===== src/rtl/tdpc_pkg.sv =====
// Shared types and constants for the trial-division prime counter.
package tdpc_pkg;

    // Sequencer states
    typedef enum logic [2:0] {
        ST_IDLE,
        ST_ROOT,
        ST_CHECK,
        ST_DIV,
        ST_DONE
    } state_t;

    // Candidates at or below this limit are counted through the base
    localparam int unsigned SMALL_LIMIT   = 10;
    localparam int unsigned FIRST_DIVISOR = 3;
    localparam int unsigned DIVISOR_STEP  = 2;
    localparam logic [3:0]  BASE_RESET    = 4'd4;

    // Register map
    localparam int unsigned ADDR_W         = 3;
    localparam logic        REG_COUNT_BASE = 1'b0;
    localparam int unsigned BASE_W         = 4;

    // Result word layout
    localparam int unsigned COUNT_W = 32;
    localparam int unsigned OUT_W   = 72;

endpackage


===== src/rtl/trial_division_prime_counter.sv =====
// Top level of the trial-division prime counter: sequencer, shared subtractor and totals.
//
// Each input word carries one candidate; the block answers with one result word that says
// whether the candidate is a prime above ten and gives the running prime count and the latest
// prime. The work depends on the data: small or even candidates skip the search; others
// first find the floor square root, then make one remainder pass per odd trial divisor
// from 3 up to that root, stopping at the first divisor that leaves no remainder. All of
// that work runs one bit per cycle through a single compare-and-subtract unit shared by
// the root and the remainder steps, and s_tready is low until the sequencer returns to
// idle. A finished result waits in the output register, and the next word is taken
// meanwhile. The count_base register (address 0) is loaded into the count on reset and on
// a word with clear_totals set; the count saturates at all ones.
module trial_division_prime_counter #(
    parameter int CANDIDATE_BITS = 32
) (
    input  logic                                       aclk,
    input  logic                                       aresetn,
    // s_tdata: candidate, clear_totals (low bit up)
    input  logic                                       s_tvalid,
    output logic                                       s_tready,
    input  logic [((CANDIDATE_BITS + 8) / 8) * 8 - 1:0] s_tdata,
    // m_tdata: is_prime, prime_count, last_prime (low bit up)
    output logic                                       m_tvalid,
    input  logic                                       m_tready,
    output logic [tdpc_pkg::OUT_W-1:0]                 m_tdata,
    input  logic                                       psel,
    input  logic                                       penable,
    input  logic                                       pwrite,
    input  logic [tdpc_pkg::ADDR_W-1:0]                paddr,
    input  logic [31:0]                                pwdata,
    output logic [31:0]                                prdata,
    output logic                                       pready
);
    import tdpc_pkg::*;

    localparam int CB   = CANDIDATE_BITS;
    localparam int HB   = (CB + 1) / 2;     // root width
    localparam int SQ_W = 2 * HB;           // candidate padded to whole digit pairs
    localparam int UW   = HB + 2;           // shared unit width
    localparam int DW   = HB + 1;           // divisor width, holds root + 2
    localparam int SW   = $clog2(CB);       // step counter width

    state_t              state_reg, state_next;
    logic [BASE_W-1:0]   base_reg, base_next;
    logic [CB-1:0]       cand_reg, cand_next;
    logic [SQ_W-1:0]     sh_reg, sh_next;
    logic [UW-1:0]       rem_reg, rem_next;
    logic [HB-1:0]       root_reg, root_next;
    logic [DW-1:0]       div_reg, div_next;
    logic [SW-1:0]       step_reg, step_next;
    logic                prime_reg, prime_next;
    logic [COUNT_W-1:0]  count_reg, count_next;
    logic [31:0]         latest_reg, latest_next;
    logic                out_valid_reg, out_valid_next;
    logic                out_prime_reg, out_prime_next;
    logic [COUNT_W-1:0]  out_count_reg, out_count_next;
    logic [31:0]         out_latest_reg, out_latest_next;

    logic                in_fire, cfg_write, out_free;
    logic [CB-1:0]       in_cand;
    logic                in_clear, in_skip;
    logic [UW-1:0]       unit_a, unit_b;
    logic [UW:0]         unit_diff;
    logic                unit_ge;
    logic                step_last;

    assign in_cand   = s_tdata[CB-1:0];
    assign in_clear  = s_tdata[CB];
    assign in_fire   = s_tvalid && s_tready;
    assign cfg_write = psel && penable && pwrite && pready;
    assign out_free  = !out_valid_reg || m_tready;
    assign in_skip   = (in_cand <= CB'(SMALL_LIMIT)) || !in_cand[0];
    assign step_last = (step_reg == '0);

    // Shared compare-and-subtract unit
    always_comb begin
        if (state_reg == ST_ROOT) begin
            unit_a = {rem_reg[UW-3:0], sh_reg[SQ_W-1:SQ_W-2]};
            unit_b = {root_reg, 2'b01};
        end else begin
            unit_a = {rem_reg[UW-2:0], sh_reg[SQ_W-1]};
            unit_b = UW'(div_reg);
        end
        unit_diff = {1'b0, unit_a} - {1'b0, unit_b};
        unit_ge   = !unit_diff[UW];
    end

    // Next state
    always_comb begin
        state_next = state_reg;
        unique case (state_reg)
            ST_IDLE:  if (in_fire) state_next = in_skip ? ST_DONE : ST_ROOT;
            ST_ROOT:  if (step_last) state_next = ST_CHECK;
            ST_CHECK: state_next = (div_reg > {1'b0, root_reg}) ? ST_DONE : ST_DIV;
            ST_DIV: begin
                if (step_last) begin
                    state_next = (unit_ge ? unit_diff[UW-1:0] : unit_a) == '0 ? ST_DONE
                                                                           : ST_CHECK;
                end
            end
            ST_DONE:  if (out_free) state_next = ST_IDLE;
            default:  state_next = ST_IDLE;
        endcase
    end

    // Handshake outputs
    always_comb begin
        s_tready = (state_reg == ST_IDLE);
        m_tvalid = out_valid_reg;
        m_tdata  = {7'b0, out_latest_reg, out_count_reg, out_prime_reg};
        pready   = 1'b1;
        prdata   = (paddr[2] == REG_COUNT_BASE) ? 32'(base_reg) : '0;
    end

    // Datapath
    always_comb begin
        base_next       = base_reg;
        cand_next       = cand_reg;
        sh_next         = sh_reg;
        rem_next        = rem_reg;
        root_next       = root_reg;
        div_next        = div_reg;
        step_next       = step_reg;
        prime_next      = prime_reg;
        count_next      = count_reg;
        latest_next     = latest_reg;
        out_valid_next  = out_valid_reg;
        out_prime_next  = out_prime_reg;
        out_count_next  = out_count_reg;
        out_latest_next = out_latest_reg;

        if (cfg_write && paddr[2] == REG_COUNT_BASE) base_next = pwdata[BASE_W-1:0];
        if (m_tvalid && m_tready) out_valid_next = 1'b0;

        case (state_reg)
            ST_IDLE: begin
                if (in_fire) begin
                    cand_next  = in_cand;
                    sh_next    = SQ_W'(in_cand);
                    rem_next   = '0;
                    root_next  = '0;
                    div_next   = DW'(FIRST_DIVISOR);
                    step_next  = SW'(HB - 1);
                    prime_next = 1'b0;
                    if (in_clear) begin
                        count_next  = COUNT_W'(base_reg);
                        latest_next = '0;
                    end
                end
            end
            ST_ROOT: begin
                // one root digit per cycle
                rem_next  = unit_ge ? unit_diff[UW-1:0] : unit_a;
                root_next = {root_reg[HB-2:0], unit_ge};
                sh_next   = sh_reg << 2;
                step_next = step_reg - 1'b1;
            end
            ST_CHECK: begin
                // divisors past the root: prime; otherwise start a remainder pass
                if (div_reg > {1'b0, root_reg}) begin
                    prime_next = 1'b1;
                end else begin
                    rem_next  = '0;
                    sh_next   = SQ_W'(cand_reg) << (SQ_W - CB);
                    step_next = SW'(CB - 1);
                end
            end
            ST_DIV: begin
                // one remainder bit per cycle, then advance to the next odd divisor
                rem_next  = unit_ge ? unit_diff[UW-1:0] : unit_a;
                sh_next   = sh_reg << 1;
                step_next = step_reg - 1'b1;
                if (step_last) div_next = div_reg + DW'(DIVISOR_STEP);
            end
            ST_DONE: begin
                if (out_free) begin
                    out_valid_next = 1'b1;
                    out_prime_next = prime_reg;
                    out_count_next = count_reg;
                    out_latest_next = latest_reg;
                    if (prime_reg) begin
                        if (count_reg != '1) begin
                            count_next     = count_reg + 1'b1;
                            out_count_next = count_reg + 1'b1;
                        end
                        latest_next     = 32'(cand_reg);
                        out_latest_next = 32'(cand_reg);
                    end
                end
            end
            default: ;
        endcase
    end

    // Registers
    always_ff @(posedge aclk) begin
        if (!aresetn) begin
            state_reg     <= ST_IDLE;
            base_reg      <= BASE_RESET;
            count_reg     <= COUNT_W'(BASE_RESET);
            latest_reg    <= '0;
            out_valid_reg <= 1'b0;
        end else begin
            state_reg     <= state_next;
            base_reg      <= base_next;
            count_reg     <= count_next;
            latest_reg    <= latest_next;
            out_valid_reg <= out_valid_next;
        end
        cand_reg       <= cand_next;
        sh_reg         <= sh_next;
        rem_reg        <= rem_next;
        root_reg       <= root_next;
        div_reg        <= div_next;
        step_reg       <= step_next;
        prime_reg      <= prime_next;
        out_prime_reg  <= out_prime_next;
        out_count_reg  <= out_count_next;
        out_latest_reg <= out_latest_next;
    end

    // Checks
    a_busy_after_accept: assert property (@(posedge aclk) disable iff (!aresetn)
        in_fire |=> !s_tready)
        else $error("input accepted twice in a row");

    a_div_within_root: assert property (@(posedge aclk) disable iff (!aresetn)
        state_reg == ST_DIV |-> div_reg <= {1'b0, root_reg})
        else $error("trial divisor beyond root");

    a_prime_is_odd: assert property (@(posedge aclk) disable iff (!aresetn)
        m_tvalid && m_tdata[0] |-> m_tdata[33])
        else $error("even value reported prime");

    a_prime_counted: assert property (@(posedge aclk) disable iff (!aresetn)
        m_tvalid && m_tdata[0] |-> m_tdata[32:1] != '0)
        else $error("prime reported with zero count");

endmodule


===== config.mk =====
export PLATFORM = sky130hd
export DESIGN_NAME = trial_division_prime_counter
export DESIGN_NICKNAME = d
export VERILOG_FILES = /design/src/rtl/tdpc_pkg.sv /design/src/rtl/trial_division_prime_counter.sv
export SDC_FILE = /design/constraint.sdc
export NUM_CORES = 1
export LEC_CHECK = 0
export BUFFER_PORTS_ARGS = -buffer_cell sky130_fd_sc_hd__buf_2
export CAP_MARGIN = 10
export CORE_AREA = 2 2 169 138
export DETAILED_ROUTE_END_ITERATION = 6
export DIE_AREA = 0 0 171 140
export PLACE_DENSITY = 0.82
export SKIP_LAST_GASP = 1
export SYNTH_ARGS = -nofsm -noshare
export SYNTH_HDL_FRONTEND = slang
export SYNTH_SLANG_ARGS = --single-unit

===== constraint.sdc =====
create_clock -name aclk -period 13.7 [get_ports aclk]
set_input_delay 2.74 -clock aclk [delete_from_list [all_inputs] [get_ports aclk]]
set_output_delay 2.74 -clock aclk [all_outputs]
set_load 0.01 [all_outputs]

==> impl_metrics.json <==
{
  "outcome": "finished clean",
  "post-dp-hpwl_um": 19500,
  "antenna_found_initial": 3,
  "period_needed_ps": 5850,
  "rows": 49,
  "finalSetupViolations": 0,
  "synth_top_area_cell": "edfxtp_1",
  "async_flop_share": 0,
  "cts_max_path_buffers": 3,
  "numPortBuffers": 115,
  "cts.htree.levels": 1,
  "yosys_warnings": 0,
  "numCtsBuffers": 27,
  "ys_seq_elements": 256,
  "fmax_mhz": 171,
  "multiInputGateArea_um2": 5640,
  "via_per_inst": 6.01,
  "cp-start-kind": "input pin",
  "tightest_slew_ps": 1140,
  "peakVddDrop_mv": 0.110,
  "grt_pass1_vias": 9382,
  "fin_crit_sh": 0.427,
  "final_util": 0.665,
  "leakage_uw": 0.00572,
  "place_area_um2": 13800,
  "whs_ps": 498,
  "fin_tns_setup_ps": 0,
  "syn-cell-area_um2": 13100,
  "cts_setup_buffers": 0,
  "yosysMostFrequentCell": "edfxtp_1",
  "clk_root_buffer_cell": "clkbuf_16",
  "grt_pass1_wl_um": 47500,
  "hold_path.class": "reg2reg",
  "avgSynthCellArea_um2": 10.6,
  "drive_gt1_frac": 0.186,
  "clk_latency_ps": 530,
  "fill_cells": 1634,
  "crit_path_end_kind": "output pin",
  "wirelength_um": 29500,
  "fin_worst_skew_ps": 8.71,
  "drcViolationCount": 0,
  "ctsResizeCount": 0,
  "hold_buffers": 0,
  "r2r_slack_ps": 8600,
  "die_y_um": 140,
  "p_per_area_nw_per_um2": 178,
  "path_clk_slew_ps": 60,
  "final_antenna_net_count": 0,
  "yosysTopAreaCellShare": 0.421,
  "area_growth_pct": 12.4,
  "io_pins": 189,
  "synth_cell_types": 65,
  "ff_latch_area_um2": 6970,
  "synth-main-ff-cell": "edfxtp_1",
  "ys_seq_area_frac": 0.531,
  "yosys-top-cells-count": "edfxtp_1, nand2_1, nor2_1, o21ai_0, dfxtp_1",
  "vias": 9969,
  "dieArea_um2": 23900,
  "overflow": 0,
  "nNetsFinal": 1450,
  "path_class": "in2out",
  "grt_usage": 0.244,
  "coreArea_um2": 22200,
  "arrival_ps": 3110,
  "rsz0062_at_grt": "false",
  "finalMaxSlewViolations": 0,
  "max-cap-violations": 0,
  "tritoncts": "built",
  "synth_edf_count": 184,
  "dr.pass1.iters": 7,
  "die_w_um": 171,
  "initial_core_util": 0.591,
  "wl_per_cell_um": 17.8,
  "numClockSinks": 256,
  "gp_congestion": 0.874,
  "final_area_um2": 14700,
  "grt_max_degree": 71,
  "cp.required_ps": 10960,
  "drtIter0Drc": 1006,
  "final_hold_viol_count": 0,
  "crit_fanout": 5,
  "synthTopCellsByArea": "edfxtp_1, dfxtp_1, mux2_2",
  "postSynthCellCount": 1237,
  "slew-limit-headroom": 0.237
}
==> worst max-delay path, cell delays in order <==
cell	delay, ps
buf_2	130
nor2b_1	110
buf_2	130
==> report_power, final <==
part / switching (uW) / internal, uW / leakage (uW)
logic: 526 / 324 / 0.00291
registers: 57.7 / 966 / 0.00237
clock network: 293 / 453 / 0.000438
==> cells by family after synthesis <==
group                      share of synthesized area
AOI/OAI and AO/OA                              0.139
DFF                                            0.531
buffers and inverters                         0.0510
xor gates and xnor gates                      0.0394
and+or+nand+nor                                0.133
adders and majority gates                     0.0359
muxes                                         0.0696
other                                       0.000572
==> placed cells by master (no fill, tap or decap), types with 11 or more instances in the layout <==
master / count
mux2i_1: 17
a21oi_1: 55
a22oi_1: 63
inv_1: 36
edfxtp_1: 184
nand4_1: 11
and3_1: 12
ha_1: 36
xnor2_1: 32
nand2_1: 128
nor4_1: 13
a31oi_1: 11
mux2_2: 66
o21ai_0: 75
buf_2: 115
buf_4: 17
nand3_1: 27
nor3_1: 20
clkbuf_16: 27
nor2_1: 122
a21o_1: 12
nor2b_1: 12
xor2_1: 27
conb_1: 36
dfxtp_1: 71
==> final cells by class <==
cell class                      count  share of cell area
Tap cell                          306              0.0260
Clock inverter                     12              0.0112
Clock buffer                       37              0.0504
Multi-Input combinational cell    877               0.382
Timing Repair Buffer              132              0.0477
Sequential cell                   256               0.472
Inverter                           37             0.00959
Antenna cell                        3            0.000509
==> per-layer routing <==
layer	share of wire	global-route usage	routed length [um]	up-vias
li1	-	-	-	4681
met1	0.43	0.352	12600	4755
met2	0.46	0.381	13500	478
met3	0.087	0.0376	2580	55
met4	0.027	0.0789	800	0
met5	0	0	0	-
==> through the flow <==
stage,instances,setup slack [ps],power [uW]
floorplan,1271,8040,1670
finish,1660,7850,2620
global placement,1608,7870,1840
CTS,1657,7840,2620
global route,1659,7790,2750
detailed placement,1608,7840,1870
==> path summary, 6_finish.rpt <==
| kind | from | to | cells after the start |
|---|---|---|---|
| worst max-delay path | paddr[2] | prdata[2] | 3 |
| worst max register to register | state_reg[2] | state_reg[2] | 18 |
| worst min-delay path | latest_reg[30] | latest_reg[30] | 2 |
| worst min register to register | latest_reg[30] | latest_reg[30] | 2 |
Power figures use the tool's default switching activity.
